### src/tdb_pkg.sv
// Shared types, constants and table-building functions for the bearing-to-servo block.
// No dependencies; the front, back and top files import this package.
`default_nettype none

package tdb_pkg;

  // Field widths
  localparam int TIME_W  = 20;
  localparam int TURN_W  = 3;
  localparam int SPEED_W = 16;
  localparam int ANGLE_W = 13;
  localparam int BASE_W  = 10;
  localparam int DUTY_W  = 16;
  localparam int OFF_W   = 9;
  localparam int ASIN_W  = 17;

  // Config register indexes
  localparam int CFG_IDX_W = 2;
  localparam logic [CFG_IDX_W-1:0] CFG_TURN_OFFSET = 2'd0;
  localparam logic [CFG_IDX_W-1:0] CFG_SPEED       = 2'd1;
  localparam logic [TURN_W-1:0]    TURN_RESET      = 3'd3;
  localparam logic [SPEED_W-1:0]   SPEED_RESET     = 16'd1700;

  // Reach mask patterns
  localparam logic [2:0] MASK_NONE      = 3'd0;
  localparam logic [2:0] MASK_ONE       = 3'd1;
  localparam logic [2:0] MASK_TWO       = 3'd2;
  localparam logic [2:0] MASK_ONE_TWO   = 3'd3;
  localparam logic [2:0] MASK_THREE     = 3'd4;
  localparam logic [2:0] MASK_ONE_THREE = 3'd5;
  localparam logic [2:0] MASK_TWO_THREE = 3'd6;
  localparam logic [2:0] MASK_ALL       = 3'd7;

  // Base offsets in degrees
  localparam logic [OFF_W-1:0] OFF_0   = 9'd0;
  localparam logic [OFF_W-1:0] OFF_60  = 9'd60;
  localparam logic [OFF_W-1:0] OFF_120 = 9'd120;
  localparam logic [OFF_W-1:0] OFF_180 = 9'd180;
  localparam logic [OFF_W-1:0] OFF_240 = 9'd240;
  localparam logic [OFF_W-1:0] OFF_300 = 9'd300;

  // Arithmetic constants
  localparam int            P_W          = TIME_W + SPEED_W;
  localparam logic [P_W-1:0] P_SAT       = P_W'(1000000);
  localparam int            Y_W          = 30;
  localparam logic [30:0]   RECIP_15625  = 31'd1125899906;  // floor(2^44 / 15625)
  localparam int            RECIP_15625_SH = 44;
  localparam logic [Y_W-1:0] DIV_15625   = 30'd15625;
  localparam logic [ASIN_W-1:0] Q16_ONE  = 17'd65536;
  localparam int            ASIN_MAX_Q16 = 102944;
  localparam logic [9:0]    DEG_MUL      = 10'd573;
  localparam int            W_W          = 27;
  localparam logic [26:0]   RECIP_10     = 27'd107374183;   // ceil(2^30 / 10)
  localparam int            RECIP_10_SH  = 30;
  localparam int            DEG_W        = 23;
  localparam logic [DEG_W-1:0] DEG_LIMIT = 23'd5963776;     // 91 degrees in Q16
  localparam int            BQ_W         = 27;
  localparam logic [ANGLE_W-1:0] TURN_DEG = 13'd360;
  localparam logic [ANGLE_W-1:0] ANGLE_LIMIT = 13'd2160;
  localparam int            X_W          = 24;
  localparam logic [X_W-1:0] DUTY_ROUND  = 24'd675;
  localparam logic [24:0]   RECIP_1350   = 25'd25451659;    // ceil(2^35 / 1350)
  localparam int            RECIP_1350_SH = 35;
  localparam logic [DUTY_W-1:0] DUTY_RESET = 16'd3277;

  // Default sizes
  localparam int ASIN_DEPTH_DEFAULT = 256;
  localparam int MID_DEPTH_DEFAULT  = 2;
  localparam int OUT_DEPTH_DEFAULT  = 2;

  typedef struct packed {
    logic [2:0]        reach_mask;
    logic [TIME_W-1:0] arrival_one;
    logic [TIME_W-1:0] arrival_two;
    logic [TIME_W-1:0] arrival_three;
  } in_item_t;

  typedef struct packed {
    logic signed [ANGLE_W-1:0] bearing_degrees;
    logic [DUTY_W-1:0]         servo_duty;
    logic                      out_of_range;
  } out_item_t;

  // Classified request handed from front to back
  typedef struct packed {
    logic              hold;      // nobody heard: reuse last base angle
    logic              term_neg;  // subtract the asin term from the offset
    logic [OFF_W-1:0]  offset;
    logic [TIME_W-1:0] mag;
  } cls_item_t;

  typedef struct packed {
    logic [TURN_W-1:0]  turn_offset;
    logic [SPEED_W-1:0] speed_over_spacing;
  } cfg_t;

  function automatic logic [63:0] taylor_div(input logic [63:0] t, input int n);
    logic [63:0] q;
    case (n)
      1:       q = t / 6;
      2:       q = t / 20;
      3:       q = t / 42;
      4:       q = t / 72;
      5:       q = t / 110;
      6:       q = t / 156;
      default: q = t / 210;
    endcase
    return q;
  endfunction

  // Taylor sine to the 15th order, Q30 in and out
  function automatic logic [63:0] sine_q30(input logic [63:0] r);
    logic [63:0] r2;
    logic [63:0] t;
    longint      sum;
    r2  = (r * r) >> 30;
    t   = r;
    sum = longint'(r);
    for (int n = 1; n <= 7; n++) begin
      t = taylor_div((t * r2) >> 30, n);
      if ((n % 2) == 1) sum = sum - longint'(t);
      else              sum = sum + longint'(t);
    end
    return (sum < 0) ? 64'd0 : 64'(sum);
  endfunction

  // Largest Q16 angle whose sine stays at or below idx/depth
  function automatic logic [ASIN_W-1:0] asin_entry(input int idx, input int depth);
    logic [63:0] lo;
    logic [63:0] hi;
    logic [63:0] mid;
    logic [63:0] target;
    logic [63:0] probe;
    lo     = 64'd0;
    hi     = 64'(ASIN_MAX_Q16);
    target = 64'(idx) << 30;
    while (lo < hi) begin
      mid   = (lo + hi + 64'd1) >> 1;
      probe = sine_q30(mid << 14) * 64'(depth);
      if (probe <= target) lo = mid;
      else                 hi = mid - 64'd1;
    end
    return lo[ASIN_W-1:0];
  endfunction

endpackage

`default_nettype wire

### src/tdb_front.sv
// Front end: resolves the reach mask and turns one round into a classified request.
// Depends on tdb_pkg.
`default_nettype none

module tdb_front (
  input  tdb_pkg::in_item_t  in_item,
  output tdb_pkg::cls_item_t cls
);
  import tdb_pkg::*;

  logic [2:0]        mask;
  logic [TIME_W-1:0] ta, tb;
  logic              sub;
  logic [TIME_W:0]   diff;
  logic [TIME_W:0]   diff_abs;
  logic              diff_neg;

  always_comb begin
    logic [TIME_W-1:0] t1, t2, t3;
    t1   = in_item.arrival_one;
    t2   = in_item.arrival_two;
    t3   = in_item.arrival_three;
    mask = in_item.reach_mask;
    // All three heard: drop the latest arrival, sensor one first on ties
    if (mask == MASK_ALL) begin
      priority if (t1 >= t2 && t1 >= t3) mask = MASK_TWO_THREE;
      else if (t2 >= t1 && t2 >= t3)     mask = MASK_ONE_THREE;
      else                               mask = MASK_ONE_TWO;
    end

    ta         = '0;
    tb         = '0;
    sub        = 1'b0;
    cls.hold   = 1'b0;
    cls.offset = OFF_0;
    unique case (mask)
      MASK_ONE:       cls.offset = OFF_0;
      MASK_TWO:       cls.offset = OFF_240;
      MASK_THREE:     cls.offset = OFF_120;
      MASK_ONE_TWO: begin
        cls.offset = OFF_300;
        ta = t2;
        tb = t1;
      end
      MASK_ONE_THREE: begin
        cls.offset = OFF_60;
        ta  = t1;
        tb  = t3;
        sub = 1'b1;
      end
      MASK_TWO_THREE: begin
        cls.offset = OFF_180;
        ta = t3;
        tb = t2;
      end
      default: cls.hold = 1'b1;
    endcase

    diff         = {1'b0, ta} - {1'b0, tb};
    diff_neg     = diff[TIME_W];
    diff_abs     = diff_neg ? -diff : diff;
    cls.mag      = diff_abs[TIME_W-1:0];
    cls.term_neg = diff_neg ^ sub;
  end

endmodule

`default_nettype wire

### config.mk
export PLATFORM = sky130hd
export DESIGN_NAME = tdb_front
export DESIGN_NICKNAME = d
export VERILOG_FILES = /design/src/tdb_pkg.sv /design/src/tdb_front.sv
export SDC_FILE = /design/constraint.sdc
export NUM_CORES = 1
export LEC_CHECK = 0
export ABC_AREA = 0
export BUFFER_PORTS_ARGS = -buffer_cell sky130_fd_sc_hd__clkbuf_2
export CORE_MARGIN = 3
export CORE_UTILIZATION = 52
export DETAILED_ROUTE_END_ITERATION = 7
export PLACE_DENSITY = 0.81
export SYNTH_ARGS = -nofsm -noshare
export SYNTH_HDL_FRONTEND = slang
export SYNTH_SLANG_ARGS = --single-unit
export TNS_END_PERCENT = 20
### constraint.sdc
create_clock -name vclk -period 5.3
set_clock_uncertainty 0.2 [all_clocks]
set_input_delay 0.53 -clock vclk [all_inputs]
set_output_delay 0.53 -clock vclk [all_outputs]
set_load 0.01 [all_outputs]
==> results.toml, run 1 <==
[synthesis]
synth_warnings = 0
ys_seq_area_share_pct = 0
syn_area_um2 = 3890
synth_most_common_cell = "ha_1"
yosys.area.top_type_share_pct = 26.0
avgSynthCellArea_um2 = 7.29
synth_common_cells = "ha_1, inv_1, a21oi_1, nand2_1, nor2_1"
yosysTopAreaCell = "ha_1"
syn_inst = 534
ys_top_cells_by_area = "ha_1, a21oi_1, a221o_1, a222oi_1, a211oi_1"
ys_types = 63

[sta]
worst_endpoint_kind = "output port"
worst_endpoint = "cls[19]"

[place]
io_buffers = 92
hpwlAfterDp_mm = 13.4
gp_congestion = 1.01
place_area_um2 = 5770

[grt]
grt_max_degree = 22
grt_usage_pct = 71.6
overflow = 55

[status]
status = "aborted with a tool error"
stop_error = "[ERROR GRT-0232] Routing congestion too high. Check the congestion heatmap in the GUI."
stop_stage = "global routing"

[floorplanning]
die_y_um = 92.5
rows = 30
floorplan.initialDensity_pct = 55.4
io_pins = 94
die_x_um = 92.5

[clocking]
hold_buffers = 0
==> kinds of logic after synthesis <==
| kind of cell | synth area share (%) |
|---|---|
| xor gates and xnor gates | 7.65 |
| and+or+nand+nor | 16.8 |
| other | 0.0964 |
| AOI/OAI and AO/OA | 40.8 |
| adders and majority gates | 26.6 |
| buffers and inverters | 8.07 |
==> routing by layer <==
metal  GRT usage, %  GRT overflow
met5           8.97             0
met4           81.2            28
met1           69.2             0
met3           52.2             0
met2           90.2            27
==> through the flow <==
step | hold slack, ns | cells | utilization, % | setup slack [ns] | TNS, ns
detailed placement | 1.27 | 877 | 82.2 | -1.02 | -17.28
floorplan | 0.996 | 535 | - | -0.252 | -2.30
global placement | 1.23 | 877 | 82.2 | -0.653 | -10.60
CTS | 1.28 | 896 | 90.8 | -0.857 | -13.58
==> what timing repair did <==
action,CTS
buffers inserted,17
gates resized for setup,84
pin swaps,41
setup endpoints to repair,20
cloned,2
==> run 2: changes to the inputs <==
--- a/config.mk
+++ b/config.mk
@@ -8,9 +8,9 @@
 export ABC_AREA = 0
 export BUFFER_PORTS_ARGS = -buffer_cell sky130_fd_sc_hd__clkbuf_2
 export CORE_MARGIN = 3
-export CORE_UTILIZATION = 52
+export CORE_UTILIZATION = 40
 export DETAILED_ROUTE_END_ITERATION = 7
-export PLACE_DENSITY = 0.81
+export PLACE_DENSITY_LB_ADDON = 0.15
 export SYNTH_ARGS = -nofsm -noshare
 export SYNTH_HDL_FRONTEND = slang
 export SYNTH_SLANG_ARGS = --single-unit
==> constraint.sdc (replaced) <==
create_clock -name vclk -period 6.9
set_clock_uncertainty 0.2 [all_clocks]
set_input_delay 0.69 -clock vclk [all_inputs]
set_output_delay 0.69 -clock vclk [all_outputs]
set_load 0.01 [all_outputs]
==> run 2 against run 1 <==
  * The run now ends clean
  * Synthesized cell count did not move
  * Area after synthesis did not move
==> results.toml, run 2 <==
[final_layout]
n_antenna_cell = 0
fillers = 955
regArea_um2 = 0
area_growth_pct = 20.6
nets = 767
nClkBuffers = 0
layout_commonest_cell = "clkbuf_2"
drive_gt1_share_pct = 23.2
seq_cells = 0
final_cell_mix = "clkbuf_2, ha_1, inv_1"

[setup_path]
start_kind = "input pin"
crit_type = "in2out"
path_max_fanout = 18
cp_data_arrival_time_ns = 5.78
cp-endpoint = "cls[19]"
critPathLaunch = "in_item[53]"
slowest_delay_ns = 0.43
critPathRequiredTime_ns = 6.01
crit_chain = "clkbuf_2, inv_1, ha_1, nand4_1, nor4b_4, and4_4, o21bai_2, nor2_2, o21ai_2, a21oi_4, buf_12, a222oi_1, ha_2, a21o_1, and2_1, or4_1, a222oi_1, and2_4, nand4_1, o41ai_2, xor2_1, clkbuf_2"
cp_slowest_cell = "or4_1"
worst_setup_path_end_kind = "output pin"

[sta]
hold_violations = 0
maxSlewViolCount = 0
final.min_clock_period_ns = 6.67
layout_setup_ws_ns = 0.225
slew_headroom_pct = 55.2
fmax_mhz = 150
setup-violations-final = 0
worstMarginPinSlew_ns = 0.656
post-route-period-util_pct = 96.7
hold_ws_ns = 1.55

[grt]
grtUsageMet3_pct = 1.67
antenna_found_initial = 0
grt_pass1_wl_mm = 20.8
busiest_layer = "met2"
overflow = 0
grt_usage_pct = 22.2
grt_use_met1_pct = 31.4
grt_pass1_vias = 4240
use_met2_pct = 36.9
grt_max_degree = 29

[drt]
finalWirelength_mm = 13.1
drc_errors = 0
drt-initial-drc-count = 453
route.detailed.wl_per_inst_um = 17.5
drt_first_pass_iters = 7
drt-vias-per-instance = 6.09
ant_nets = 0
vias = 4563

[synthesis]
synth_common_cells = "ha_1, inv_1, a21oi_1, nand2_1, nor2_1"
ys_top_cells_by_area = "ha_1, a21oi_1, a221o_1, a222oi_1, a211oi_1"
synth_most_common_cell = "ha_1"
yosysTopAreaCell = "ha_1"
syn_inst = 534
syn_area_um2 = 3890
synth_warnings = 0
ys_seq_area_share_pct = 0
yosys.area.top_type_share_pct = 26.0
ys_types = 63
avgSynthCellArea_um2 = 7.29

[status]
status = "finished clean"

[pwr]
power.internal_uw = 359
seq_power_share_pct = 0
power.density_nw_per_um2 = 178
max-vdd-ir-drop_v = 0.0000887
swShare_pct = 57.1
p_leak_uw = 0.00222
p_switching_uw = 479
pwr-share-clk_pct = 0
power.total_uw = 838
p_comb_share_pct = 100.0

[floorplanning]
floorplan.initialDensity_pct = 41.7
rows = 35
die_y_um = 105
die_area_um2 = 10900
io_pins = 94
die_x_um = 105
design.core.area_um2 = 9330

[place]
hpwlAfterDp_mm = 10.9
gp_congestion = 0.913
place_ws_ns = -0.0890
io_buffers = 92

[run]
max_cap_violations = 0

[clocking]
hold_buffers = 0

[min_path]
hp-class = "in2out"
run 2: cell counts after synthesis:
Identical to the previous run, type by type.
run 2: per-stage QoR:
step / cells / utilization (%) / cell area (um^2) / setup TNS, ns
floorplan: 535 / - / 3890 / 0
global placement: 743 / 48.5 / 4530 / 0
detailed placement: 743 / 48.5 / 4530 / -0.645
CTS: 743 / 48.6 / 4530 / 0
global route: 749 / 50.3 / 4690 / -0.0222
finish: 749 / 50.3 / 4690 / 0
run 2: final cells by class:
cell class	instances	area [um^2]	area share (%)
Inverter	52	195	4.16
Tap cell	129	161	3.44
Timing Repair Buffer	111	633	13.5
Multi-Input combinational cell	457	3700	78.9
run 2: timing repair:
item,CTS,global route
buffers inserted,0,5
pin swaps,0,22
cloned,0,1
setup endpoints to repair,16,20
resized for setup,1,31
run 2: cells by family after synthesis:
group / count (synthesis) / synth area share [%]
AO/OA/AOI/OAI: 210 / 40.8
XOR/XNOR: 34 / 7.65
adder cells (fa/ha/maj): 82 / 26.6
buffers and inverters: 78 / 8.07
other: 1 / 0.0964
AND/OR/NAND/NOR: 129 / 16.8
run 2: worst min-delay path by stage:
stage                   end  slack (ns)  cells past startpoint   startpoint
finish              cls[22]        1.55                      4  in_item[62]
global route        cls[22]        1.61                      4  in_item[62]
CTS                 cls[22]        1.56                      4  in_item[62]
detailed placement  cls[22]        1.55                      4  in_item[62]
global placement    cls[22]        1.56                      4  in_item[62]
floorplan           cls[22]        1.32                      2  in_item[62]
run 2: worst max-delay path, delay by kind of cell:
family,cells,cell delay [ns]
AO/OA/AOI/OAI,7,1.75
XOR/XNOR,1,0.17
adder cells (fa/ha/maj),2,0.68
buffers and inverters,4,0.53
AND/OR/NAND/NOR,8,1.96
run 2: routing by layer:
metal | vias up | part of all wire, %
met5 | - | 0
met4 | 0 | 2.6
met3 | 24 | 6.4
met2 | 173 | 46
met1 | 2113 | 45
li1 | 2253 | -
run 2: power by group through the flow:
stage / registers [uW] / logic [uW] / clock network (uW)
after floorplan: 0 / 558 / 0
after global placement: 0 / 796 / 0
after detailed placement: 0 / 809 / 0
after CTS: 0 / 812 / 0
after global routing: 0 / 924 / 0
final: 0 / 838 / 0
Note: power is estimated with default switching activity, not from simulation.
