### config.mk
export PLATFORM = sky130hd
export DESIGN_NAME = tdb_queue
export DESIGN_NICKNAME = d
export VERILOG_FILES = /design/src/tdb_queue.sv
export SDC_FILE = /design/constraint.sdc
export NUM_CORES = 1
export LEC_CHECK = 0
export BUFFER_PORTS_ARGS = -buffer_cell sky130_fd_sc_hd__buf_2
export CELL_PAD_IN_SITES_DETAIL_PLACEMENT = 0
export CELL_PAD_IN_SITES_GLOBAL_PLACEMENT = 1
export CORE_AREA = 5 5 42 44
export DETAILED_ROUTE_END_ITERATION = 7
export DIE_AREA = 0 0 47 49
export GPL_ROUTABILITY_DRIVEN = 0
export MAX_ROUTING_LAYER = met4
export PLACE_DENSITY_LB_ADDON = 0.12
export SLEW_MARGIN = 20
export SYNTH_ARGS = -nofsm -noshare
export SYNTH_HDL_FRONTEND = slang
export SYNTH_SLANG_ARGS = --single-unit
export TNS_END_PERCENT = 1
### constraint.sdc
create_clock -name clk -period 4.6 [get_ports clk]
set_clock_uncertainty 0.2 [all_clocks]
set_input_delay 0.23 -clock clk [delete_from_list [all_inputs] [get_ports clk]]
set_output_delay 0.23 -clock clk [all_outputs]
set_load 0.01 [all_outputs]
### src/tdb_queue.sv
// Small register-based FIFO used between front and back and on the result side.
// Depends on nothing but its parameters.
`default_nettype none

module tdb_queue #(
  parameter int  DEPTH  = 2,
  parameter type item_t = logic
) (
  input  wire   clk,
  input  wire   rst_n,
  input  wire   push,
  output logic  full,
  input  item_t wdata,
  input  wire   pop,
  output logic  empty,
  output item_t rdata
);

  localparam int CNT_W = $clog2(DEPTH + 1);
  localparam int PTR_W = (DEPTH > 1) ? $clog2(DEPTH) : 1;
  localparam logic [PTR_W-1:0] PTR_LAST = PTR_W'(DEPTH - 1);

  item_t            mem [DEPTH];
  logic [PTR_W-1:0] wr_ptr_r, wr_ptr_nxt;
  logic [PTR_W-1:0] rd_ptr_r, rd_ptr_nxt;
  logic [CNT_W-1:0] count_r, count_nxt;
  logic             do_push, do_pop;

  assign full    = (count_r == CNT_W'(DEPTH));
  assign empty   = (count_r == '0);
  assign do_push = push && !full;
  assign do_pop  = pop && !empty;
  assign rdata   = mem[rd_ptr_r];

  always_comb begin
    wr_ptr_nxt = wr_ptr_r;
    rd_ptr_nxt = rd_ptr_r;
    count_nxt  = count_r;
    if (do_push) begin
      wr_ptr_nxt = (wr_ptr_r == PTR_LAST) ? '0 : wr_ptr_r + PTR_W'(1);
    end
    if (do_pop) begin
      rd_ptr_nxt = (rd_ptr_r == PTR_LAST) ? '0 : rd_ptr_r + PTR_W'(1);
    end
    if (do_push && !do_pop) count_nxt = count_r + CNT_W'(1);
    else if (!do_push && do_pop) count_nxt = count_r - CNT_W'(1);
  end

  always_ff @(posedge clk) begin
    if (!rst_n) begin
      wr_ptr_r <= '0;
      rd_ptr_r <= '0;
      count_r  <= '0;
    end else begin
      wr_ptr_r <= wr_ptr_nxt;
      rd_ptr_r <= rd_ptr_nxt;
      count_r  <= count_nxt;
    end
  end

  always_ff @(posedge clk) begin
    if (do_push) mem[wr_ptr_r] <= wdata;
  end

`ifndef ASSERT_OFF
  a_count_bound: assert property (@(posedge clk) disable iff (!rst_n)
    count_r <= CNT_W'(DEPTH)) else $error("queue count above depth");
  a_push_only: assert property (@(posedge clk) disable iff (!rst_n)
    (push && !full && !(pop && !empty)) |=> (count_r == $past(count_r) + CNT_W'(1)))
    else $error("queue lost a pushed request");
  a_push_pop: assert property (@(posedge clk) disable iff (!rst_n)
    (push && !full && pop && !empty) |=> $stable(count_r))
    else $error("queue count moved on push with pop");
`endif

endmodule

`default_nettype wire

Word level (Yosys, flattened, before mapping)
Memories as Yosys holds them, arrays and structs flattened. A register that Yosys moved wholly into a read port is not among the register bits.
Cells that the tools add are included.
{ "totals": {"n_memories": 1, "output_inout_bits": 3, "in_bits": 5, "ff_bits": 4, "mem_bits_rw": 2, "elab_cells": 27} }
{ "mem_list": {"columns": ["memory", "depth", "word_bits", "read_ports", "rd_clocked_by_memory_dff", "wr", "line", "source"], "rows": [
  ["mem", 2, 1, 1, 1, 1, "23", "item_t mem [DEPTH];"]
]} }
{ "op_classes": {"add_sub_neg": 4, "n_eq_ne": 1, "muxes": 8, "n_reduce_logical": 10} }
{ "ops": {"columns": ["op", "count"], "rows": [
  ["2-to-1 mux 1 bit", 6],
  ["logical AND 1 bit", 4],
  ["logical NOT 1 bit", 4],
  ["2-to-1 mux 2 bit", 2],
  ["adder 1 bit, second input constant", 2],
  ["adder 2 x 1 -> 2 bit, second input constant", 1],
  ["== test 2 bit, second input constant", 1],
  ["logical NOT 2 bit", 1],
  ["nonzero test 2 bit", 1],
  ["subtractor 2 x 1 -> 2 bit, second input constant", 1]
]} }

Longest topological paths before layout
Gate-level depths: netlist of run 1.
{ "depth": {"depth_word": 7, "mapped_depth": 7} }

Worst setup path after synthesis of run 1
OpenSTA, ideal clock, no wires.
{ "synth_path": {"path_type": "register to register", "from": "reg count_r[0]", "to": "reg count_r[1]", "setup_slack_ns": 2.929, "arrival_time_ns": 1.401, "setup_time_ns": 0.070, "path_stages_with_launch": 7, "t_required_ns": 4.330, "cell_sequence": "dfxtp_1 -> nand2b_1 -> inv_2 -> nor2_1 -> ha_1 -> or3_1 -> a21boi_1"} }
{ "synth_between": {"elab_chain_cells": 6, "word_cells_on_any_way": 15} }
{ "synth_lines": {"columns": ["item", "line", "source"], "rows": [
  ["from (decl)", "26", "logic [CNT_W-1:0] count_r, count_nxt;"],
  ["from (signal assigned)", "57", "count_r <= count_nxt;"],
  ["== test 2 bit *", "29", "assign full = (count_r == CNT_W'(DEPTH));"],
  ["via full", "12", "output logic full,"],
  ["logical NOT 1 bit *", "31", "assign do_push = push && !full;"],
  ["logical AND 1 bit *", "31", null],
  ["logical NOT 1 bit", "46", "else if (!do_push && do_pop) count_nxt = count_r - CNT_W'(1);"],
  ["logical AND 1 bit", "46", null],
  ["nonzero test 2 bit (no source line)", null, null]
]} }
The timed path passes the listed nets; every way through them passes the cells marked *. The select of a mux whose other input is x is not followed.
A chain may end at the register's enable or synchronous reset.

Worst setup path after layout of run 1
{ "layout_path": {"from": "reg count_r[0]", "to": "reg count_r[1]"} }
{ "layout_between": {"elab_chain_cells": 6, "word_cells_on_any_way": 15} }
{ "layout_lines": {"columns": ["item", "line"], "rows": [
  ["== test 2 bit or logical NOT 2 bit (tied branches)", "29, 30"],
  ["logical NOT 1 bit (on tied branches)", "31, 32"],
  ["logical AND 1 bit (on tied branches)", "31, 32"],
  ["logical NOT 1 bit (on tied branches)", "46, 45"],
  ["logical AND 1 bit (on tied branches)", "46, 45"],
  ["nonzero test 2 bit (no source line) or 2-to-1 mux 2 bit (tied branches)", null]
]} }
Several ways; a longest one is shown, not always the timed one. The select of a mux whose other input is x is not followed.

==> results of run 1 <==
## how the worst min path moves through the flow
stage	startpoint	end	slack [ns]	cells past startpoint
2_1_floorplan	wdata	mem[0]$_DFFE_PP_	0.13	0
3_3_place_gp	wdata	mem[1]$_DFFE_PP_	0.22	1
3_5_place_dp	wdata	mem[0]$_DFFE_PP_	0.23	1
4_1_cts	rst_n	wr_ptr_r$_SDFFE_PN0N_	0.04	2
5_1_grt	rst_n	wr_ptr_r$_SDFFE_PN0N_	0.04	2
6_report	rst_n	wr_ptr_r$_SDFFE_PN0N_	0.04	2
## cell usage in the layout (no fill, tap or decap)
master / netlist / final
sky130_fd_sc_hd__a21boi_0: 1 / 1
sky130_fd_sc_hd__a21boi_1: 1 / 1
sky130_fd_sc_hd__and2_1: 3 / 3
sky130_fd_sc_hd__and3_1: 1 / 1
sky130_fd_sc_hd__buf_2: 0 / 7
sky130_fd_sc_hd__clkbuf_1: 0 / 1
sky130_fd_sc_hd__clkbuf_4: 0 / 3
sky130_fd_sc_hd__dfxtp_1: 5 / 5
sky130_fd_sc_hd__dlygate4sd3_1: 0 / 1
sky130_fd_sc_hd__edfxtp_1: 2 / 2
sky130_fd_sc_hd__ha_1: 1 / 1
sky130_fd_sc_hd__inv_1: 1 / 1
sky130_fd_sc_hd__inv_2: 1 / 1
sky130_fd_sc_hd__mux2_2: 1 / 1
sky130_fd_sc_hd__nand2b_1: 1 / 1
sky130_fd_sc_hd__nor2_1: 2 / 2
sky130_fd_sc_hd__nor3_2: 1 / 1
sky130_fd_sc_hd__o21a_1: 1 / 1
sky130_fd_sc_hd__o21ai_0: 1 / 1
sky130_fd_sc_hd__o21ai_1: 1 / 1
sky130_fd_sc_hd__or3_1: 1 / 1
sky130_fd_sc_hd__xnor2_1: 2 / 2
sky130_fd_sc_hd__xor2_1: 1 / 1
## worst register-to-register path, stage by stage, from the launching register on
cell	delay, ns
sky130_fd_sc_hd__dfxtp_1	0.42
sky130_fd_sc_hd__nand2b_1	0.18
sky130_fd_sc_hd__inv_2	0.06
sky130_fd_sc_hd__nor2_1	0.11
sky130_fd_sc_hd__ha_1	0.27
sky130_fd_sc_hd__or3_1	0.36
sky130_fd_sc_hd__a21boi_1	0.14
## cells by family after synthesis
kind of cell	after synthesis	synth area share, %
xor+xnor	3	8.61
simple gates	9	18.0
mux	1	3.69
buf+inv	2	2.46
fa+ha+maj	1	4.10
flops	7	52.5
compound gates	5	10.7
## where the power goes
group          switching, mW  leakage, nW  internal, mW
sequential            0.0143       0.0600        0.0827
combinational         0.0437       0.0969        0.0472
clock                 0.0221       0.0150        0.0331
## repair_timing
| item | in CTS | in global routing |
|---|---|---|
| hold endpoints to repair | 2 | 0 |
| buffers inserted | 0 | 0 |
| setup endpoints to repair | 0 | 0 |
| hold buffers | 1 | 0 |
## per-stage QoR
stage | power [mW] | cells | worst slack, ns | hold WS [ns]
after global placement | 0.186 | 51 | 2.84 | 0.220
after CTS | 0.249 | 56 | 2.79 | 0.0370
after detailed placement | 0.190 | 51 | 2.80 | 0.226
final | 0.243 | 56 | 2.80 | 0.0412
after global routing | 0.269 | 56 | 2.67 | 0.0357
after floorplan | 0.163 | 28 | 2.93 | 0.129
## cell type report
class	instances	area, um^2	share of cell area [%]
Clock buffer	4	26.3	6.62
Inverter	2	7.51	1.89
Multi-Input combinational cell	19	138	34.7
Sequential cell	7	160	40.4
Tap cell	16	20.0	5.05
Timing Repair Buffer	8	45.0	11.4
## routing by layer
metal,routed length [um],share of wire [%]
met1,244,45
met2,222,41
met3,70,13
met4,5,0.92
met5,0,0
==> summary by stage, run 1 <==
Status
The flow ran to the end, and the final reports show no timing, DRC or antenna violations.

Yosys
The most instantiated library cell after synthesis is sky130_fd_sc_hd__dfxtp_1. The top-area cell type share of the netlist area is approximately a third. The cell taking the most area after synthesis is sky130_fd_sc_hd__dfxtp_1.

In the synthesized netlist, the number of instances is 28. The post-synth net total is 34. Sorting the synthesized cells by how often they occur yields 5 x sky130_fd_sc_hd__dfxtp_1, 3 x sky130_fd_sc_hd__and2_1, 2 x sky130_fd_sc_hd__edfxtp_1, 2 x sky130_fd_sc_hd__nor2_1, 2 x sky130_fd_sc_hd__xnor2_1. In this run, synthesis produced a sequential element count of 7. By area the synthesized netlist is led by sky130_fd_sc_hd__dfxtp_1 33%, sky130_fd_sc_hd__edfxtp_1 20%, sky130_fd_sc_hd__and2_1 6.1%. The post-synthesis average cell area is ~11 um^2. Of all flip-flops after synthesis, the portion carrying an async set or reset was 0%. Among all flip-flop cells after synthesis, the most frequent one is sky130_fd_sc_hd__dfxtp_1. The share of the Yosys chip area taken by registers is 52.5%.

The number of enable-type register cells in the synthesized netlist is 2. The netlist area before placement is slightly above 300 um^2. The yosys synthesis warning count is 0. The number of distinct library cells after synthesis is 19.

Setup path
The arrival time of data at the critical path endpoint is ~1.8 ns. For the worst flop-to-flop path, the logic depth is 6. For this design, the slowest cell found on the critical path is sky130_fd_sc_hd__dfxtp_1.

The buffer and inverter count on the worst path is 1. Walking the worst path, the cells encountered are nand2b_1 -> inv_2 -> nor2_1 -> ha_1 -> or3_1 -> a21boi_1. Counting buffers and inverters, the worst setup path is 6 cells deep. The worst reg2reg path endpoint is count_r[1]$_SDFFE_PN0P_. Tracing the worst setup path back leads to its startpoint at count_r[0]$_SDFFE_PN0P_. The kind of start point of the critical path is a register. The category of cells accounting for the largest share of critical-path delay is simple AND/OR/NAND/NOR gates. The classification of the worst setup path is register to register. Across all register-to-register paths, the minimum setup slack is about 2.8 ns. Of all nets on the critical path, the largest fanout is 5. For this run, the slowest stage of the critical path takes 0.42 ns. The endpoint kind of the worst setup timing path is a register. The launch point of the worst reg-to-reg path is count_r[0]$_SDFFE_PN0P_.

The data required time of the worst path is 4.58 ns. The most critical setup path has its endpoint at count_r[1]$_SDFFE_PN0P_.

Layout
The ratio of cells with drive above 1 in the final layout is approximately a third. The share of the core filled with cells in the final layout is ~28%. The final layout contains 47 nets. The final instance area is between 300 and 400 um^2. After filler insertion, the fill cell instance count of the layout stands at roughly 160. The number of antenna diodes in the final layout is 0. The area added between synthesis and finish is 29.9%.

GRT
The wire length of the first global-routing pass is 910 um. The number of global-route vias before repair is between 200 and 250. The overall fraction of global-route tracks in use is 6.16%. The met3 demand-to-capacity share in global routing is 6.64%. The global routing met1 resource utilization is around 6.7%. The peak-usage layer in the global routing report is met2. The number of antenna violations at the first check in global routing is 0. The total overflow left after global routing is 0. The maximum number of pins on one net before global-route repair is 6. The routing usage on met2 is under 10%.

Job
The reported max-cap violation count is 0.

Timing
The worst-margin pin slew is around 0.24 ns. The shortest clock period the worst path allows after layout is roughly 1.8 ns. For the final routed database, the setup TNS stands at 0 ns. Setup repair after global routing left no endpoint under its margin.

The max-slew violation count is 0. The final-report setup violation count is 0. The maximum clock frequency is between 0.5 and 0.6 GHz.

The number of hold violations in the final report is 0. The relative slew slack is a little over four fifths. The final critical path takes up about two fifths of the cycle.

Routing
The first routing iteration left 0 violations. The final wirelength is 543 um. After detailed routing, the number of remaining DRC violations is 0. The average detailed-routed wire length per instance is roughly 9.7 um. The iteration count of the initial detailed-routing pass is 1. The final antenna-violating net count is 0. The via count of the routed design is 230.

Dividing the detail-routed via count by the number of cells gives between 4 and 5.

CTS
The clock tree from TritonCTS is built. The clock sink count is 7. The number of CTS-inserted buffers is 3. The clock root buffer is sky130_fd_sc_hd__clkbuf_4. CTS built an H-tree with a depth of 1. The number of buffers between clock root and the deepest sink is 2. Once the clock tree was built, the resizer swapped 0 gates to a different size. The clock latency on the worst-skew pair is between 0.2 and 0.3 ns.

The clock-pin slew on the worst setup and hold paths is 0.05 ns.

Place
The count of buffers added on input and output ports is 7. The placed standard-cell area is about 360 um^2. The detailed placer's ending HPWL is 423 um.

Floorplan
The floorplan step defined a core boundary enclosing approximately 1400 um^2. The die covers between 2000 and 2500 um^2. The height of the chip is ~49 um. The site row count is 14. The initial cell density of the core is a little over a fifth. In this run the count of I/O pins placed on the die edge is 8.

The die is ~47 um wide.

Power
In this run the power density over the cells is between 600 and 700 nW/um^2. The static leakage power is between 0.15 and 0.2 nW. The maximum ir drop on the vdd rail is roughly 0.22 mV.

Hold path
In this run the worst hold path is classified as primary input to register.
(Power assumes the default switching activity.)
==> run 2, diff against run 1 <==
==> constraint.sdc (replaced) <==
create_clock -name clk -period 1.8 [get_ports clk]
set_clock_uncertainty 0.2 [all_clocks]
set_input_delay 0.09 -clock clk [delete_from_list [all_inputs] [get_ports clk]]
set_output_delay 0.09 -clock clk [all_outputs]
set_load 0.01 [all_outputs]
==> summary by stage, run 2 (synthesized netlist as in run 1, its figures left out) <==
Status
Result of the run: completed (unchanged).

Routing
The initial detailed-routing violation count is 0 (unchanged). The final wirelength came to 512 um (was 543 um). The via count normalized by instance count came to 3.96 (was 4.11). The count of unresolved DRC violations after routing was 0 (unchanged). The average detailed-routed wire length per instance is 8.98 um (was 9.70 um). The final antenna-violating net count is 0 (unchanged). The iteration count of the initial detailed-routing pass was 1 (unchanged). The via count of the routed design is 226 (was 230).

Power
The power per standard cell area was 1510 nW/um^2 (was 613 nW/um^2). The maximum ir drop on the vdd rail was 0.617 mV (was 0.217 mV). The static leakage power is 0.180 nW (was 0.172 nW).

Timing
Unrepaired setup endpoints after global routing: no (unchanged). The final-report setup violation count is 0 (unchanged). The ratio of final minimum period to clock period is 93.4% (was 39.2%).

The maximum clock frequency is 0.595 GHz (was 0.554 GHz). The worst-margin pin slew is 0.233 ns (was 0.239 ns). The max-slew violation count is 0 (unchanged). The shortest clock period the worst path allows after layout is 1.68 ns (was 1.80 ns). The number of hold violations in the final report is 0 (unchanged). The summed negative setup slack over all endpoints is 0 ns (unchanged). The relative slew slack is 84.4% (was 83.9%). The final worst slack is 0.118 ns (was 2.80 ns).

Floorplan
The area enclosed by the die boundary came to 2300 um^2 (unchanged). The horizontal extent of the die is 47 um (unchanged). The initial cell density of the core is 21.8% (unchanged). The placeable core region came to 1400 um^2 (unchanged). The height of the chip came to 49 um (unchanged).

The site row count is 14 (unchanged). The boundary pin count is 8 (unchanged).

Setup path
The maximum net fanout on the critical path is 5 (unchanged). The slack of the worst reg-to-reg path is 0.12 ns (was 2.80 ns). The arrival time of data at the critical path endpoint is 1.65 ns (was 1.79 ns). The classification of the worst setup path is register to register (unchanged). The kind of start point of the critical path is a register (unchanged). The endpoint kind of the worst setup timing path is a register (unchanged). The data required time of the worst path is 1.77 ns (was 4.58 ns).

CTS
The clock latency on the worst-skew pair is 0.24 ns (was 0.25 ns). The number of CTS-inserted buffers came to 3 (unchanged). The post-CTS setup buffer count is 0 (unchanged).

The clock tree from TritonCTS is built (unchanged). The clock-pin slew on the worst setup and hold paths is 0.05 ns (about the same). The deepest level of the CTS H-tree is 1 (unchanged). The clock sink count is 7 (unchanged).

The number of buffers between clock root and the deepest sink was 2 (unchanged). The clock root buffer was sky130_fd_sc_hd__clkbuf_4 (unchanged).

GRT
The number of global-route vias before repair was 212 (was 236). The wire length of the first global-routing pass is 828 um (was 910 um). The maximum number of pins on one net before global-route repair came to 6 (unchanged). The number of antenna violations at the first check in global routing is 0 (unchanged). The overall fraction of global-route tracks in use is 5.44% (was 6.16%). The residual overflow from global routing came to 0 (unchanged).

Place
The placement-stage worst setup slack is 0.0228 ns (was 2.80 ns). The number of placed instances with taps included is 51 (unchanged). The number of buffer cells added on primary ports is 7 (unchanged).

Layout
The ratio of cells with drive above 1 in the final layout came to 36.6% (was 32.5%). The number of diodes was 0 (unchanged). Most used cells in the layout excluding fill and tap cells: 7 x sky130_fd_sc_hd__buf_2, 4 x sky130_fd_sc_hd__dfxtp_1, 3 x sky130_fd_sc_hd__and2_1, 3 x sky130_fd_sc_hd__clkbuf_4 (was 7 x sky130_fd_sc_hd__buf_2, 5 x sky130_fd_sc_hd__dfxtp_1, 3 x sky130_fd_sc_hd__and2_1, 3 x sky130_fd_sc_hd__clkbuf_4). The area added between synthesis and finish is 36.9% (was 29.9%).

The final non-filler cell total is 57 (was 56). The final net count is 48 (was 47). The leading cell type in the layout, fill and taps excluded was sky130_fd_sc_hd__buf_2 (unchanged).

Job
The reported max-cap violation count is 0 (unchanged).

Hold path
The path category of the worst min-delay check is primary input to register (unchanged).
[run 2: changes by cell type in the layout (fill, tap and decap cells not counted), sizes merged]
| cell | change |
|---|---|
| dlygate4sd3 | +1 |
[run 2: report_power, final]
part	switching, mW	internal [mW]
clock	0.0494	0.0840
sequential	0.0410	0.217
combinational	0.108	0.132
total	0.199	0.433
[run 2: area by class of cell]
type | count | area [um^2]
Multi-Input combinational cell | 19 | 145
Inverter | 2 | 7.51
Clock buffer | 4 | 26.3
Tap cell | 16 | 20.0
Timing Repair Buffer | 9 | 55.1
Fill cell | 161 | 983
Sequential cell | 7 | 164
[run 2: repair_timing]
| item | in CTS | in global routing |
|---|---|---|
| hold buffers | 2 | 0 |
| setup endpoints to repair | 0 | 1 |
| hold endpoints to repair | 7 | 0 |
| resized for setup | 0 | 3 |
[run 2: final timing paths]
| kind | startpoint | depth (start not counted) | endpoint |
|---|---|---|---|
| min reg2reg | count_r[1]$_SDFFE_PN0P_ | 2 | count_r[1]$_SDFFE_PN0P_ |
| min | push | 3 | wr_ptr_r$_SDFFE_PN0N_ |
| max reg2reg | count_r[1]$_SDFFE_PN0P_ | 4 | count_r[1]$_SDFFE_PN0P_ |
| max | count_r[1]$_SDFFE_PN0P_ | 4 | count_r[1]$_SDFFE_PN0P_ |
[run 2: stage by stage]
stage	utilization (%)	area (um^2)	power (mW)	hold WS (ns)
after floorplan	-	305	0.416	-0.0111
after global placement	25.7	360	0.479	0.0784
after global routing	29.8	418	0.687	0.0240
final	29.8	418	0.632	0.0211
after CTS	29.0	407	0.623	0.0139
after detailed placement	25.7	360	0.481	0.0860
[run 2: worst max-delay path: stages (launching register included)]
cell	delay, ns
sky130_fd_sc_hd__dfxtp_1	0.42
sky130_fd_sc_hd__o21ai_1	0.15
sky130_fd_sc_hd__ha_1	0.35
sky130_fd_sc_hd__or3_1	0.35
sky130_fd_sc_hd__a21boi_1	0.14
[run 2: routing by layer]
metal / wire length (um) / global-route usage [%] / vias to the layer above
li1: - / - / 121
met1: 251 / 6.47 / 98
met2: 220 / 6.33 / 7
met3: 40 / 4.43 / 0
met4: 0 / 2.76 / 0
met5: 0 / - / -
==> run 3, diff against run 2 <==
--- a/config.mk
+++ b/config.mk
@@ -5,6 +5,7 @@
 export SDC_FILE = /design/constraint.sdc
 export NUM_CORES = 1
 export LEC_CHECK = 0
+export ABC_AREA = 1
 export BUFFER_PORTS_ARGS = -buffer_cell sky130_fd_sc_hd__buf_2
 export CELL_PAD_IN_SITES_DETAIL_PLACEMENT = 0
 export CELL_PAD_IN_SITES_GLOBAL_PLACEMENT = 1
==> summary by stage, run 3 <==
Status
Result of the run: completed (unchanged).

CTS
The clock latency on the worst-skew pair is 0.25 ns (was 0.24 ns). The number of buffers between clock root and the deepest sink was 2 (unchanged). The deepest level of the CTS H-tree was 1 (unchanged).

The clock root buffer is sky130_fd_sc_hd__clkbuf_4 (unchanged). The clock-pin slew on the worst setup and hold paths was 0.05 ns (about the same). The clock sink count is 7 (unchanged). The clock tree from TritonCTS is built (unchanged). The number of resized instances in the post-cts repair step is 0 (unchanged). The number of CTS-inserted buffers is 3 (unchanged).

Layout
The ratio of cells with drive above 1 in the final layout is 25.9% (was 36.6%). The share of the core filled with cells in the final layout is 30.0% (was 29.8%). The final net count is 61 (was 48).

The area added between synthesis and finish is 31.8% (was 36.9%). The leading cell type in the layout, fill and taps excluded was sky130_fd_sc_hd__nor2_1 (was sky130_fd_sc_hd__buf_2). Most used cells in the layout excluding fill and tap cells: 10 x sky130_fd_sc_hd__nor2_1, 8 x sky130_fd_sc_hd__inv_1, 7 x sky130_fd_sc_hd__buf_2 (was 7 x sky130_fd_sc_hd__buf_2, 4 x sky130_fd_sc_hd__dfxtp_1, 3 x sky130_fd_sc_hd__and2_1, 3 x sky130_fd_sc_hd__clkbuf_4).

The number of diodes is 0 (unchanged).

Routing
The via count of the routed design is 289 (was 226). The iteration count of the initial detailed-routing pass is 4 (was 1). The average detailed-routed wire length per instance is 8.46 um (was 8.98 um).

The via count normalized by instance count is 4.13 (was 3.96). The final antenna-violating net count is 0 (unchanged). The final wirelength was 592 um (was 512 um). The initial detailed-routing violation count is 5 (was 0). The count of unresolved DRC violations after routing was 0 (unchanged).

Timing
The summed negative setup slack over all endpoints came to 0 ns (unchanged). The relative slew slack is 86.0% (was 84.4%). The ratio of final minimum period to clock period was 88.5% (was 93.4%). The final-report setup violation count is 0 (unchanged). The worst hold margin is 0.0136 ns (was 0.0211 ns). Unrepaired setup endpoints after global routing: no (unchanged). The number of hold violations in the final report is 0 (unchanged). The worst-margin pin slew came to 0.209 ns (was 0.233 ns). The final worst slack came to 0.207 ns (was 0.118 ns). The max-slew violation count is 0 (unchanged). The shortest clock period the worst path allows after layout is 1.59 ns (was 1.68 ns). The maximum clock frequency was 0.628 GHz (was 0.595 GHz).

Power
The static leakage power is 0.205 nW (was 0.180 nW). The power per standard cell area is 1470 nW/um^2 (was 1510 nW/um^2). The maximum ir drop on the vdd rail is 0.511 mV (was 0.617 mV).

GRT
The residual overflow from global routing is 0 (unchanged). The number of antenna violations at the first check in global routing is 0 (unchanged). The overall fraction of global-route tracks in use was 6.59% (was 5.44%).

The maximum number of pins on one net before global-route repair is 6 (unchanged). The wire length of the first global-routing pass is 1020 um (was 828 um). The number of global-route vias before repair came to 278 (was 212).

Yosys
The main flop type after synthesis is sky130_fd_sc_hd__dfxtp_1 (unchanged). The area fraction in compound gates after synthesis is 7.45% (was 10.7%). The sequential-to-total area share from yosys stat is 50.2% (was 52.5%).

The number of distinct library cells after synthesis was 14 (was 19). The share of synthesized area spent on multiplexers is 3.53% (was 3.69%). The number of instances in the synthesized netlist is 41 (was 28). The cell taking the most area after synthesis is sky130_fd_sc_hd__dfxtp_1 (unchanged).

The yosys synthesis warning count is 0 (unchanged). The post-synth net total is 47 (was 34). The number of enable-type register cells in the synthesized netlist was 2 (unchanged). The top-area cell type share of the netlist area is 31.4% (was 32.8%). Cell types with the highest counts after synthesis: 10 x sky130_fd_sc_hd__nor2_1, 8 x sky130_fd_sc_hd__inv_1, 6 x sky130_fd_sc_hd__nand2_1, 5 x sky130_fd_sc_hd__dfxtp_1 (was 5 x sky130_fd_sc_hd__dfxtp_1, 3 x sky130_fd_sc_hd__and2_1, 2 x sky130_fd_sc_hd__edfxtp_1, 2 x sky130_fd_sc_hd__nor2_1, 2 x sky130_fd_sc_hd__xnor2_1). The register bit total from synthesis is 7 (unchanged). The adder-cell share of the synthesized area was 3.92% (was 4.10%). The most instantiated library cell after synthesis is sky130_fd_sc_hd__nor2_1 (was sky130_fd_sc_hd__dfxtp_1).

The share of flip-flops with an asynchronous set or reset came to 0% (unchanged). The fraction of the mapped netlist area in simple logic gates is 24.3% (was 18.0%). The fraction of synthesized cell area in xor and xnor cells is 0% (was 8.61%). The dominant combinational cell family by area after synthesis was simple AND/OR/NAND/NOR gates (unchanged).

The post-synthesis average cell area is 7.78 um^2 (was 10.9 um^2). The netlist area before placement is 319 um^2 (was 305 um^2). Cell types with the largest area share after synthesis: sky130_fd_sc_hd__dfxtp_1 31%, sky130_fd_sc_hd__edfxtp_1 19%, sky130_fd_sc_hd__nor2_1 12% (was sky130_fd_sc_hd__dfxtp_1 33%, sky130_fd_sc_hd__edfxtp_1 20%, sky130_fd_sc_hd__and2_1 6.1%).

Setup path
The buffer and inverter count on the worst path is 3 (was 0). The classification of the worst setup path is register to register (unchanged). The arrival time of data at the critical path endpoint is 1.58 ns (was 1.65 ns).

The kind of start point of the critical path is a register (unchanged). The depth of the worst register-to-register path is 9 (was 4). The maximum net fanout on the critical path came to 5 (unchanged).

The launch point of the worst reg-to-reg path is count_r[0]$_SDFFE_PN0P_ (was count_r[1]$_SDFFE_PN0P_). The endpoint kind of the worst setup timing path is a register (unchanged). The worst reg2reg path endpoint is count_r[1]$_SDFFE_PN0P_ (unchanged).

Among the stages of the critical path, the cell type that occurs most often is sky130_fd_sc_hd__inv_1. The data required time of the worst path is 1.79 ns (was 1.77 ns). The category of cells accounting for the largest share of critical-path delay is flip-flops (unchanged). The slack of the worst reg-to-reg path is 0.21 ns (was 0.12 ns). The master of the slowest instance on the critical path is sky130_fd_sc_hd__dfxtp_1 (unchanged). The maximum cell stage delay along the critical path is 0.43 ns (was 0.42 ns). Cell Chain, Critical Path: nor2_1 -> nor2_2 -> inv_1 -> ha_1 -> inv_1 -> nand3_1 -> nand2_1 -> inv_1 -> nor2_1 (was o21ai_1 -> ha_1 -> or3_1 -> a21boi_1).

Hold path
The hold path startpoint is push (unchanged). The worst hold path endpoint is wr_ptr_r$_SDFFE_PN0N_ (unchanged). The path category of the worst min-delay check is primary input to register (unchanged). The number of cells on the worst hold path came to 4 (was 3).

Floorplan
The placeable core region is 1400 um^2 (unchanged). The height of the chip is 49 um (unchanged). The initial cell density of the core is 22.8% (was 21.8%). The boundary pin count is 8 (unchanged). The horizontal extent of the die came to 47 um (unchanged).

The site row count is 14 (unchanged). The area enclosed by the die boundary came to 2300 um^2 (unchanged).

Place
The number of buffer cells added on primary ports is 7 (unchanged). The HPWL after detailed placement is approximately 470 um. The placement-stage worst setup slack came to 0.218 ns (was 0.0228 ns).

Job
The reported max-cap violation count is 0 (unchanged).
run 3: changes by cell type in the layout (fill, tap and decap cells not counted), moves of 2 or more:
cell                      previous run  this run
sky130_fd_sc_hd__and2_1              3         0
sky130_fd_sc_hd__nor2_1              2        10
sky130_fd_sc_hd__inv_1               1         8
sky130_fd_sc_hd__nand2_1             0         6
sky130_fd_sc_hd__xnor2_1             2         0
run 3: worst max-delay path by stage:
stage                            start                 endpoint  slack, ns  cells past startpoint
6_report       count_r[0]$_SDFFE_PN0P_  count_r[1]$_SDFFE_PN0P_       0.21                      9
2_1_floorplan  count_r[0]$_SDFFE_PN0P_  count_r[1]$_SDFFE_PN0P_       0.28                      9
3_3_place_gp   count_r[1]$_SDFFE_PN0P_  count_r[1]$_SDFFE_PN0P_       0.22                      9
4_1_cts        count_r[0]$_SDFFE_PN0P_  count_r[1]$_SDFFE_PN0P_       0.20                      9
3_5_place_dp   count_r[0]$_SDFFE_PN0P_  count_r[1]$_SDFFE_PN0P_       0.22                      9
5_1_grt        count_r[0]$_SDFFE_PN0P_  count_r[1]$_SDFFE_PN0P_       0.07                      9
run 3: worst reg2reg max path, delay by kind of cell (launching register included):
| family | cells | cell delay, ns |
|---|---|---|
| buf+inv | 3 | 0.17 |
| fa+ha+maj | 1 | 0.31 |
| flops | 1 | 0.43 |
| simple gates | 5 | 0.43 |
run 3: cell families (layout without fill, tap and decap cells):
group           count (synthesis)  count (layout)
compound gates                  4               4
fa+ha+maj                       1               1
buf+inv                         9              22
flops                           7               7
mux                             1               1
simple gates                   19              19
run 3: power by group:
group | switching (mW) | leakage (nW) | internal (mW) | total, mW
logic | 0.141 | 0.130 | 0.0960 | 0.237
clock network | 0.0563 | 0.0150 | 0.0845 | 0.141
registers | 0.0329 | 0.0601 | 0.209 | 0.242
total | 0.231 | 0.205 | 0.389 | 0.620
run 3: final cells by class:
| type | count | area (um^2) |
|---|---|---|
| clock buffers | 4 | 26.3 |
| fillers | 172 | 981 |
| inverters | 9 | 33.8 |
| multi-input cells | 25 | 125 |
| flip-flops and latches | 7 | 160 |
| well taps | 16 | 20.0 |
| repair buffers | 9 | 55.1 |
run 3: what timing repair did:
item | 4_1_cts | 5_1_grt
hold buffers | 2 | 0
endpoints found under the hold margin | 7 | 0
endpoints found under the setup margin | 0 | 0
buffers inserted | 0 | 0
run 3: metal layers:
layer	wire length, um	track usage (%)	share of wire [%]
met5	0	-	0
met4	0	1.38	0
met3	44	6.64	7.4
met2	283	9.05	48
met1	264	6.65	45
run 3: stage by stage:
| step | total power, mW | cell area [um^2] | instances |
|---|---|---|---|
| finish | 0.620 | 420 | 70 |
| global route | 0.682 | 420 | 70 |
| CTS | 0.633 | 420 | 70 |
| detailed placement | 0.481 | 374 | 64 |
| global placement | 0.480 | 374 | 64 |
| floorplan | 0.415 | 319 | 41 |
